## src/rtl/gcf_pkg.sv

```systemverilog
// ----------------------------------------------------------------------------
// gcf_pkg: shared constants and types of the grouped class FIFO
// Sizes, field widths, command and status codes, controller command bundle.
// ----------------------------------------------------------------------------
package gcf_pkg;

	// sizing
	localparam int NUM_CLASSES = 4;
	localparam int CLASS_DEPTH = 16;
	localparam int VALUE_BITS  = 16;

	// request and response field widths
	localparam int CMD_W      = 1;
	localparam int CLASS_ID_W = 3;
	localparam int STATUS_W   = 2;

	// derived widths
	localparam int CLS_W     = $clog2(NUM_CLASSES);
	localparam int SLOT_W    = $clog2(CLASS_DEPTH);
	localparam int CNT_W     = $clog2(CLASS_DEPTH + 1);
	localparam int OCNT_W    = $clog2(NUM_CLASSES + 1);
	localparam int MEM_DEPTH = NUM_CLASSES * CLASS_DEPTH;
	localparam int ADDR_W    = $clog2(MEM_DEPTH);

	// command codes
	localparam logic [CMD_W-1:0] CMD_ENQ = 1'b0;
	localparam logic [CMD_W-1:0] CMD_DEQ = 1'b1;

	// status codes
	localparam logic [STATUS_W-1:0] ST_ENQ     = 2'd0;
	localparam logic [STATUS_W-1:0] ST_SERVED  = 2'd1;
	localparam logic [STATUS_W-1:0] ST_EMPTY   = 2'd2;
	localparam logic [STATUS_W-1:0] ST_DROPPED = 2'd3;

	// controller to datapath commands
	typedef struct packed {
		logic load;   // capture the accepted request
		logic exec;   // apply the request to the queue state
	} gcf_cmd_t;

endpackage

```

## src/rtl/gcf_req_if.sv

```systemverilog
// ----------------------------------------------------------------------------
// gcf_req_if: request channel
// Valid/ready channel carrying one enqueue or dequeue request.
// ----------------------------------------------------------------------------
interface gcf_req_if;
	logic                              valid;
	logic                              ready;
	logic [gcf_pkg::CMD_W-1:0]         cmd;
	logic [gcf_pkg::CLASS_ID_W-1:0]    class_id;
	logic [gcf_pkg::VALUE_BITS-1:0]    value;

	modport source (output valid, output cmd, output class_id, output value, input ready);
	modport sink   (input valid, input cmd, input class_id, input value, output ready);
endinterface

```

## src/rtl/gcf_rsp_if.sv

```systemverilog
// ----------------------------------------------------------------------------
// gcf_rsp_if: response channel
// Valid/ready channel carrying the status and served value of one request.
// ----------------------------------------------------------------------------
interface gcf_rsp_if;
	logic                              valid;
	logic                              ready;
	logic [gcf_pkg::STATUS_W-1:0]      status;
	logic [gcf_pkg::CLASS_ID_W-1:0]    served_class;
	logic [gcf_pkg::VALUE_BITS-1:0]    served_value;

	modport source (output valid, output status, output served_class, output served_value,
		input ready);
	modport sink   (input valid, input status, input served_class, input served_value,
		output ready);
endinterface

```

## src/rtl/grouped_class_fifo.sv

```systemverilog
// ----------------------------------------------------------------------------
// grouped_class_fifo: team queue of values grouped by class
// Per-class FIFOs served in the order in which classes became non-empty.
// ----------------------------------------------------------------------------
// Usage:
//   req carries one request: cmd enqueue (class_id, value) or dequeue.
//   rsp returns exactly one response per request: status enqueued, served,
//   dequeue on empty, or dropped (class full or class_id out of 1..4), with
//   served_class / served_value set on a served dequeue and zero otherwise.
//   Requests are taken one at a time. A request is accepted in the idle
//   cycle, applied to the queue state in the next cycle (the single value
//   memory port is written or read there), and its response is valid in
//   the cycle after.
//   The block takes no new request until the response has been taken, so a
//   stalled receiver holds the response stable and back-pressures req.
//   Reset clears all pointers and counts, including the head and count of
//   the class order ring; the ring entries and the value memory need no
//   clearing since counts guard every read. The block is ready for a
//   request in the first cycle after reset.
module grouped_class_fifo (
	input  logic       clk,
	input  logic       arst_n,
	gcf_req_if.sink    req,
	gcf_rsp_if.source  rsp
);

	gcf_pkg::gcf_cmd_t cmd;

	// sequence one request at a time
	gcf_ctrl u_ctrl (
		.clk       (clk),
		.arst_n    (arst_n),
		.req_valid (req.valid),
		.req_ready (req.ready),
		.rsp_valid (rsp.valid),
		.rsp_ready (rsp.ready),
		.cmd       (cmd)
	);

	// queue state, order ring and value memory
	gcf_dp u_dp (
		.clk          (clk),
		.arst_n       (arst_n),
		.cmd          (cmd),
		.req_cmd      (req.cmd),
		.req_class_id (req.class_id),
		.req_value    (req.value),
		.status       (rsp.status),
		.served_class (rsp.served_class),
		.served_value (rsp.served_value)
	);

endmodule

```

## src/rtl/gcf_ctrl.sv

```systemverilog
// ----------------------------------------------------------------------------
// gcf_ctrl: request sequencer
// Accepts one request, runs it through the datapath, holds the response.
// ----------------------------------------------------------------------------
module gcf_ctrl (
	input  logic              clk,
	input  logic              arst_n,
	input  logic              req_valid,
	output logic              req_ready,
	output logic              rsp_valid,
	input  logic              rsp_ready,
	output gcf_pkg::gcf_cmd_t cmd
);

	typedef enum logic [1:0] {
		S_IDLE,
		S_EXEC,
		S_RESP
	} state_t;

	state_t state_q;
	logic   req_ready_q;
	logic   rsp_valid_q;

	assign req_ready = req_ready_q;
	assign rsp_valid = rsp_valid_q;
	assign cmd.load  = req_valid && req_ready_q;
	assign cmd.exec  = (state_q == S_EXEC);

	always_ff @(posedge clk or negedge arst_n) begin
		if (!arst_n) begin
			state_q     <= S_IDLE;
			req_ready_q <= 1'b1;
			rsp_valid_q <= 1'b0;
		end else begin
			case (state_q)
				S_IDLE: begin
					if (req_valid) begin
						state_q     <= S_EXEC;
						req_ready_q <= 1'b0;
					end
				end
				S_EXEC: begin
					state_q     <= S_RESP;
					rsp_valid_q <= 1'b1;
				end
				S_RESP: begin
					// hold the response until taken
					if (rsp_ready) begin
						state_q     <= S_IDLE;
						rsp_valid_q <= 1'b0;
						req_ready_q <= 1'b1;
					end
				end
				default: begin
					state_q     <= S_IDLE;
					req_ready_q <= 1'b1;
					rsp_valid_q <= 1'b0;
				end
			endcase
		end
	end

endmodule

```

## src/rtl/gcf_dp.sv

```systemverilog
// ----------------------------------------------------------------------------
// gcf_dp: queue datapath
// Per-class FIFO pointers and counts, class order ring, value memory.
// ----------------------------------------------------------------------------
module gcf_dp (
	input  logic                                clk,
	input  logic                                arst_n,
	input  gcf_pkg::gcf_cmd_t                   cmd,
	input  logic [gcf_pkg::CMD_W-1:0]           req_cmd,
	input  logic [gcf_pkg::CLASS_ID_W-1:0]      req_class_id,
	input  logic [gcf_pkg::VALUE_BITS-1:0]      req_value,
	output logic [gcf_pkg::STATUS_W-1:0]        status,
	output logic [gcf_pkg::CLASS_ID_W-1:0]      served_class,
	output logic [gcf_pkg::VALUE_BITS-1:0]      served_value
);

	localparam int N  = gcf_pkg::NUM_CLASSES;
	localparam int SW = gcf_pkg::SLOT_W;
	localparam int CW = gcf_pkg::CNT_W;
	localparam int KW = gcf_pkg::CLS_W;
	localparam int OW = gcf_pkg::OCNT_W;
	localparam int AW = gcf_pkg::ADDR_W;
	localparam int IW = gcf_pkg::CLASS_ID_W;

	function automatic logic [SW-1:0] slot_next(input logic [SW-1:0] s);
		return (s == SW'(gcf_pkg::CLASS_DEPTH - 1)) ? '0 : s + SW'(1);
	endfunction

	function automatic logic [KW-1:0] ring_next(input logic [KW-1:0] p);
		return (p == KW'(N - 1)) ? '0 : p + KW'(1);
	endfunction

	// captured request
	logic [gcf_pkg::CMD_W-1:0]      cmd_q;
	logic [IW-1:0]                  cls_q;
	logic [gcf_pkg::VALUE_BITS-1:0] val_q;

	// queue state
	logic [SW-1:0] head_q   [N];
	logic [SW-1:0] tail_q   [N];
	logic [CW-1:0] count_q  [N];
	logic [KW-1:0] ring_q   [N];
	logic [KW-1:0] ohead_q;
	logic [OW-1:0] ocount_q;

	logic [gcf_pkg::VALUE_BITS-1:0] mem_q [gcf_pkg::MEM_DEPTH];
	logic [gcf_pkg::VALUE_BITS-1:0] rd_q;

	// result
	logic [gcf_pkg::STATUS_W-1:0] status_q;
	logic [IW-1:0]                sclass_q;
	logic                         served_q;

	// decode
	logic          is_enq;
	logic          cls_ok;
	logic [KW-1:0] ek;
	logic [KW-1:0] dk;
	logic          enq_ok;
	logic          deq_ok;
	logic          enq_first;
	logic [OW:0]   ins_sum;
	logic [KW-1:0] ins_pos;
	logic [AW-1:0] wr_addr;
	logic [AW-1:0] rd_addr;
	logic [gcf_pkg::STATUS_W-1:0] status_d;
	logic [IW-1:0]                sclass_d;

	always_comb begin
		is_enq    = (cmd_q == gcf_pkg::CMD_ENQ);
		cls_ok    = (cls_q != '0) && (cls_q <= IW'(N));
		ek        = KW'(cls_q - IW'(1));
		dk        = ring_q[ohead_q];
		enq_ok    = is_enq && cls_ok && (count_q[ek] != CW'(gcf_pkg::CLASS_DEPTH));
		deq_ok    = !is_enq && (ocount_q != '0);
		enq_first = (count_q[ek] == '0) && (ocount_q < OW'(N));
		ins_sum   = (OW + 1)'(ohead_q) + (OW + 1)'(ocount_q);
		ins_pos   = (ins_sum >= (OW + 1)'(N)) ? KW'(ins_sum - (OW + 1)'(N)) : KW'(ins_sum);
		wr_addr   = AW'(ek) * AW'(gcf_pkg::CLASS_DEPTH) + AW'(tail_q[ek]);
		rd_addr   = AW'(dk) * AW'(gcf_pkg::CLASS_DEPTH) + AW'(head_q[dk]);
		if (is_enq) begin
			status_d = enq_ok ? gcf_pkg::ST_ENQ : gcf_pkg::ST_DROPPED;
		end else begin
			status_d = deq_ok ? gcf_pkg::ST_SERVED : gcf_pkg::ST_EMPTY;
		end
		sclass_d = deq_ok ? IW'(dk) + IW'(1) : '0;
	end

	// control state
	always_ff @(posedge clk or negedge arst_n) begin
		if (!arst_n) begin
			for (int i = 0; i < N; i++) begin
				head_q[i]  <= '0;
				tail_q[i]  <= '0;
				count_q[i] <= '0;
			end
			ohead_q  <= '0;
			ocount_q <= '0;
		end else if (cmd.exec) begin
			if (enq_ok) begin
				tail_q[ek]  <= slot_next(tail_q[ek]);
				count_q[ek] <= count_q[ek] + CW'(1);
				if (enq_first) begin
					ocount_q <= ocount_q + OW'(1);
				end
			end
			if (deq_ok) begin
				head_q[dk] <= slot_next(head_q[dk]);
				if (count_q[dk] != '0) begin
					count_q[dk] <= count_q[dk] - CW'(1);
				end
				// class runs dry: drop it from the order ring
				if (count_q[dk] <= CW'(1)) begin
					ohead_q  <= ring_next(ohead_q);
					ocount_q <= ocount_q - OW'(1);
				end
			end
		end
	end

	// payload, ring entries and value memory
	always_ff @(posedge clk) begin
		if (cmd.load) begin
			cmd_q <= req_cmd;
			cls_q <= req_class_id;
			val_q <= req_value;
		end
		if (cmd.exec) begin
			status_q <= status_d;
			sclass_q <= sclass_d;
			served_q <= deq_ok;
			if (enq_ok) begin
				mem_q[wr_addr] <= val_q;
				if (enq_first) begin
					ring_q[ins_pos] <= ek;
				end
			end
			if (deq_ok) begin
				rd_q <= mem_q[rd_addr];
			end
		end
	end

	assign status       = status_q;
	assign served_class = sclass_q;
	assign served_value = served_q ? rd_q : '0;

endmodule

```

## src/flat_wrapper.sv

```systemverilog
// flat-port wrapper written by rule: the top's interface ports become plain ports
module grouped_class_fifo_flat 
  (clk, arst_n, req_valid, req_cmd, req_class_id, req_value, req_ready, rsp_valid, rsp_status, rsp_served_class, rsp_served_value, rsp_ready);
  gcf_req_if req_i ();
  gcf_rsp_if rsp_i ();
  input  logic clk;
  input  logic arst_n;
  input wire logic [$bits(req_i.valid)-1:0] req_valid;
  input wire logic [$bits(req_i.cmd)-1:0] req_cmd;
  input wire logic [$bits(req_i.class_id)-1:0] req_class_id;
  input wire logic [$bits(req_i.value)-1:0] req_value;
  output wire logic [$bits(req_i.ready)-1:0] req_ready;
  output wire logic [$bits(rsp_i.valid)-1:0] rsp_valid;
  output wire logic [$bits(rsp_i.status)-1:0] rsp_status;
  output wire logic [$bits(rsp_i.served_class)-1:0] rsp_served_class;
  output wire logic [$bits(rsp_i.served_value)-1:0] rsp_served_value;
  input wire logic [$bits(rsp_i.ready)-1:0] rsp_ready;
  assign req_i.valid = req_valid;
  assign req_i.cmd = req_cmd;
  assign req_i.class_id = req_class_id;
  assign req_i.value = req_value;
  assign req_ready = req_i.ready;
  assign rsp_valid = rsp_i.valid;
  assign rsp_status = rsp_i.status;
  assign rsp_served_class = rsp_i.served_class;
  assign rsp_served_value = rsp_i.served_value;
  assign rsp_i.ready = rsp_ready;
  grouped_class_fifo u_core (.clk(clk), .arst_n(arst_n), .req(req_i), .rsp(rsp_i));
endmodule
```

## config.mk

```make
export PLATFORM = sky130hd
export DESIGN_NAME = grouped_class_fifo_flat
export DESIGN_NICKNAME = d
export VERILOG_FILES = /design/src/rtl/gcf_pkg.sv /design/src/rtl/gcf_req_if.sv /design/src/rtl/gcf_rsp_if.sv /design/src/rtl/grouped_class_fifo.sv /design/src/rtl/gcf_ctrl.sv /design/src/rtl/gcf_dp.sv /design/src/flat_wrapper.sv
export SDC_FILE = /design/constraint.sdc
export NUM_CORES = 1
export LEC_CHECK = 0
export ABC_CLOCK_PERIOD_IN_PS = 6190
export CAP_MARGIN = 5
export CORE_ASPECT_RATIO = 1.4
export CORE_MARGIN = 10
export CORE_UTILIZATION = 33
export DETAILED_ROUTE_END_ITERATION = 10
export DONT_BUFFER_PORTS = 1
export PLACE_DENSITY = 0.49
export SLEW_MARGIN = 10
export SYNTH_ARGS = -nofsm -noshare
export SYNTH_HDL_FRONTEND = slang
export SYNTH_HIERARCHICAL = 1
export SYNTH_SLANG_ARGS = --single-unit
```

## constraint.sdc

```tcl
create_clock -name clk -period 6.19 [get_ports clk]
set_clock_uncertainty 0.2 [all_clocks]
set_input_delay 0.619 -clock clk [delete_from_list [all_inputs] [get_ports clk]]
set_output_delay 0.619 -clock clk [all_outputs]
set_load 0.01 [all_outputs]
```

==> summary by stage <==
Finish
The end-of-flow core utilization is between 30% and 40%. The final layout contains roughly 3,400 nets. In the final layout, the share of cells above drive strength 1 is between 10% and 20%.

The area growth from synthesis to layout is 13.8%. The count of cells in the finished layout, fillers not included, comes to about 5,200.

Clock tree
The cell chosen for the clock root is sky130_fd_sc_hd__clkbuf_16. The H-tree was split into 3 levels. The clock passes through at most 3 buffers. Clock tree synthesis inserted a total of 107 buffers. The post-CTS clock slew at the launch and capture registers of the worst setup and hold paths is 60 ps. For this design, the sink count on the clock tree is between 1,000 and 1,500.

TritonCTS built the clock tree. The worst-skew pair later-pin latency is approximately 700 ps. The number of buffers inserted to repair setup after CTS is 0.

Synthesis
Counting distinct cell types in the post-synthesis netlist gives 50. After technology mapping, the gate count stands at around 3,300. The number of enable flip-flop cells after synthesis is around 1,100. Summing the sequential cell areas from Yosys gives 74.3% of the chip area. By instance count, the leading cell after synthesis is sky130_fd_sc_hd__edfxtp_1. The post-synthesis async set-or-reset flop share is approximately 5.4%. A synthesized cell averages around 14 µm². The number of storage elements in the synthesis netlist is roughly 1,100.

The commonest cells after synthesis are sky130_fd_sc_hd__edfxtp_1 (1,074), sky130_fd_sc_hd__nand2_1 (804), sky130_fd_sc_hd__nand3_1 (439). For this run, the number of Yosys warnings is 6. The cell type contributing the most total cell area after synthesis is sky130_fd_sc_hd__edfxtp_1. By area the synthesized netlist is led by sky130_fd_sc_hd__edfxtp_1 (71%), sky130_fd_sc_hd__nand2_1 (6.6%), sky130_fd_sc_hd__nand3_1 (4.8%). The synthesized netlist net count is between 3,000 and 4,000. The area share of the largest cell type after synthesis is a little under three quarters.

The cell area after synthesis is around 45,000 µm². Among all flip-flop cells after synthesis, the most frequent one is sky130_fd_sc_hd__edfxtp_1.

Floorplanning
The floorplan has around 160 rows. The core region area is ~140,000 µm². From bottom edge to top edge, the die measures approximately 460 µm.

The initial standard-cell utilization of the core is about 33%. In this run the horizontal extent of the chip is 334 µm. For this design the top-level I/O count stands at 47. The die covers 153,000 µm².

Critical path
The class of the most critical setup path is reg -> reg. Data on the critical path is required at its endpoint by 6590 ps. The category of the worst setup path capture point is a flip-flop. STA classifies the critical path startpoint as a flip-flop. The worst reg2reg path startpoint is u_core/u_dp/ohead_q[0]$_DFFE_PN0P_. The arrival time of the worst setup path is 5520 ps.

In this run the critical register-to-register path is captured at u_core/u_dp/rd_q[6]$_DFFE_PP_. In this run the register-to-register setup slack is about 1100 ps. For the worst flop-to-flop path, the logic depth is 10. The maximum fanout along the worst path is a little under 90.

Global route
The first-pass GRT wire length is ~200,000 µm. The number of antenna violations at the first check in global routing is 6. After global routing the overflow that remains totals 0.

The pin count of the biggest net entering global routing is about 110. The number of global-route vias before repair was 26,800. For this run, the total global-route usage over all layers was measured as between 15 and 20%.

STA
The highest attainable clock frequency is about 200 MHz. Setup repair after global routing left no endpoint under its margin. The routed design could run at a clock period as short as between 5000 and 6000 ps. In this run the tightest slew margin relative to its limit is around 16%. The max-slew violation count was 0. The number of setup violations in the final report is 0. The slew at the pin with the worst max-slew slack is around 1200 ps. The final-layout setup total negative slack is 0 ps. The number of endpoints with negative hold slack in the final report is 0. The final critical path takes up roughly 83% of the cycle.

Worst hold path
The class of the most critical hold timing path is in -> async.

Power and ir drop
The switching fraction of total power is about 36%. The part of the power in combinational logic is about 32%. In this run the power density over the cells is 438 nW/µm². For this design the static power due to leakage is 17.7 nW. Cell internal power was estimated by the tool at around 15 mW. Per report_power, the sequential group accounts for roughly 40% of the total. The worst supply voltage drop on vdd is between 0.0004 and 0.0005 V. The final total power is 22.7 mW. The net switching power figure is about 8.2 mW. The clock group share of total power is roughly 28%.

Route
The post-detailed-route via-to-cell ratio is roughly 5.3. The wire length reported by the detailed router is between 100,000 and 150,000 µm. The total number of vias is 27,500. The number of design-rule violations left by the first detailed-router iteration is roughly 2,600. The number of design rule violations left after detail routing is 0. The final antenna-violating net count is 0.

The first TritonRoute pass finished after 6 iterations. The routed length per instance is ~26 µm.

Placement
During placement, the flow inserted port buffers numbering 0. In this run, placement finished with an instance count of 5,003. The routability-driven placement congestion ratio is approximately 0.84. The post-detailed-placement half-perimeter wirelength is just under 80,000 µm.

Run status
The run finished with clean final reports.

Run
The number of maximum-capacitance violations is 0.
==> per-stage QoR <==
step / cell area [µm²] / setup WS (ps) / hold slack (ps)
finish: 51700 / 1070 / 226
global route: 51700 / 947 / 227
CTS: 51700 / 1080 / 229
detailed placement: 48100 / 1080 / 126
global placement: 48100 / 1140 / 126
floorplan: 45400 / 1400 / 123
==> area by class of cell <==
cell class / count / area (µm²)
Tap cell: 1793 / 2240
Clock buffer: 130 / 2850
Multi-Input combinational cell: 1915 / 10800
Antenna cell: 2 / 5.00
Sequential cell: 1135 / 33800
Clock inverter: 68 / 479
Fill cell: 12900 / 85500
Timing Repair Buffer: 166 / 1440
Inverter: 18 / 80.1
==> worst max-delay path: stages, from the launching register on <==
cell and delay, ps:
sky130_fd_sc_hd__dfrtp_1 490, sky130_fd_sc_hd__mux4_2 760, sky130_fd_sc_hd__mux2i_1 210, sky130_fd_sc_hd__mux2_8 440, sky130_fd_sc_hd__inv_8 480, sky130_fd_sc_hd__nand2_2 540, sky130_fd_sc_hd__buf_12 340, sky130_fd_sc_hd__o221ai_1 160
sky130_fd_sc_hd__a31oi_1 80, sky130_fd_sc_hd__a311oi_1 1000, sky130_fd_sc_hd__or4_1 240
==> flip-flops by register name, indices dropped and copies added, names as in the netlist <==
signal                    count
u_core/u_dp/served_q          1
u_core/u_dp/head_q           16
u_core/u_dp/cls_q             3
u_core/u_dp/count_q          20
u_core/u_ctrl/rsp_valid       1
u_core/u_dp/rd_q             16
u_core/u_dp/mem_q          1024
u_core/u_ctrl/req_ready       1
u_core/u_dp/status            2
u_core/u_dp/cmd_q             1
u_core/u_dp/ohead_q           2
u_core/u_dp/served_class      3
u_core/u_dp/ocount_q          3
u_core/u_ctrl/state_q         2
u_core/u_dp/tail_q           16
u_core/u_dp/val_q            16
u_core/u_dp/ring_q            8
==> power groups by stage <==
| stage | Combinational, mW | Sequential [mW] | Clock (mW) |
|---|---|---|---|
| after CTS | 7.37 | 9.05 | 6.48 |
| after floorplan | 4.56 | 9.25 | 0 |
| after global routing | 7.88 | 9.07 | 6.77 |
| after global placement | 7.36 | 9.21 | 0 |
| final | 7.27 | 9.05 | 6.35 |
| after detailed placement | 7.34 | 9.21 | 0 |
==> per-layer routing <==
metal  global-route usage [%]  part of all wire, %
met5                        0                0.020
met4                     5.54                  2.7
met3                     2.20                  5.3
met2                     29.9                   51
met1                     22.0                   41
==> cell usage in the layout, fill, tap and decap left out, drive strengths merged, types with 5 or more instances in the layout <==
cell,n
and2,26
dlygate4sd3,23
mux4,14
xnor2,9
a311oi,48
clkinv,57
a31oi,67
clkbuf,130
mux2,22
or4,16
edfxtp,1074
nand2,804
mux2i,158
nand3,439
o221a,11
nor2,91
dfrtp,60
a32oi,50
buf,143
clkinvlp,5
o221ai,48
a21oi,27
inv,19
ha,19
o21a,5
o21ai,22
bufinv,5
==> cells by family after synthesis <==
| family | count (synthesis) | share of synthesized area, % |
|---|---|---|
| muxes | 194 | 4.72 |
| DFF | 1135 | 74.3 |
| buffers and inverters | 218 | 2.13 |
| adders and majority gates | 19 | 0.523 |
| xor gates and xnor gates | 12 | 0.231 |
| and+or+nand+nor | 1396 | 13.1 |
| AOI/OAI and AO/OA | 294 | 4.92 |
==> what timing repair did <==
item                      in CTS  in global routing
hold endpoints to repair      85                  0
resized for setup              0                  0
hold buffers                  24                  0
==> worst max-delay path by stage <==
| stage | startpoint | depth (start not counted) | slack [ps] | endpoint |
|---|---|---|---|---|
| 3_3_place_gp | u_core/u_dp/ohead_q[0]$_DFFE_PN0P_ | 10 | 1140 | u_core/u_dp/rd_q[6]$_DFFE_PP_ |
| 5_1_grt | u_core/u_dp/ohead_q[0]$_DFFE_PN0P_ | 10 | 950 | u_core/u_dp/rd_q[6]$_DFFE_PP_ |
| 3_5_place_dp | u_core/u_dp/ohead_q[0]$_DFFE_PN0P_ | 10 | 1080 | u_core/u_dp/rd_q[6]$_DFFE_PP_ |
| 6_report | u_core/u_dp/ohead_q[0]$_DFFE_PN0P_ | 10 | 1070 | u_core/u_dp/rd_q[6]$_DFFE_PP_ |
| 2_1_floorplan | u_core/u_dp/cls_q[0]$_DFFE_PP_ | 13 | 1400 | u_core/u_dp/mem_q[24][0]$_DFFE_PP_ |
| 4_1_cts | u_core/u_dp/ohead_q[0]$_DFFE_PN0P_ | 10 | 1080 | u_core/u_dp/rd_q[6]$_DFFE_PP_ |
(Power assumes the default switching activity.)
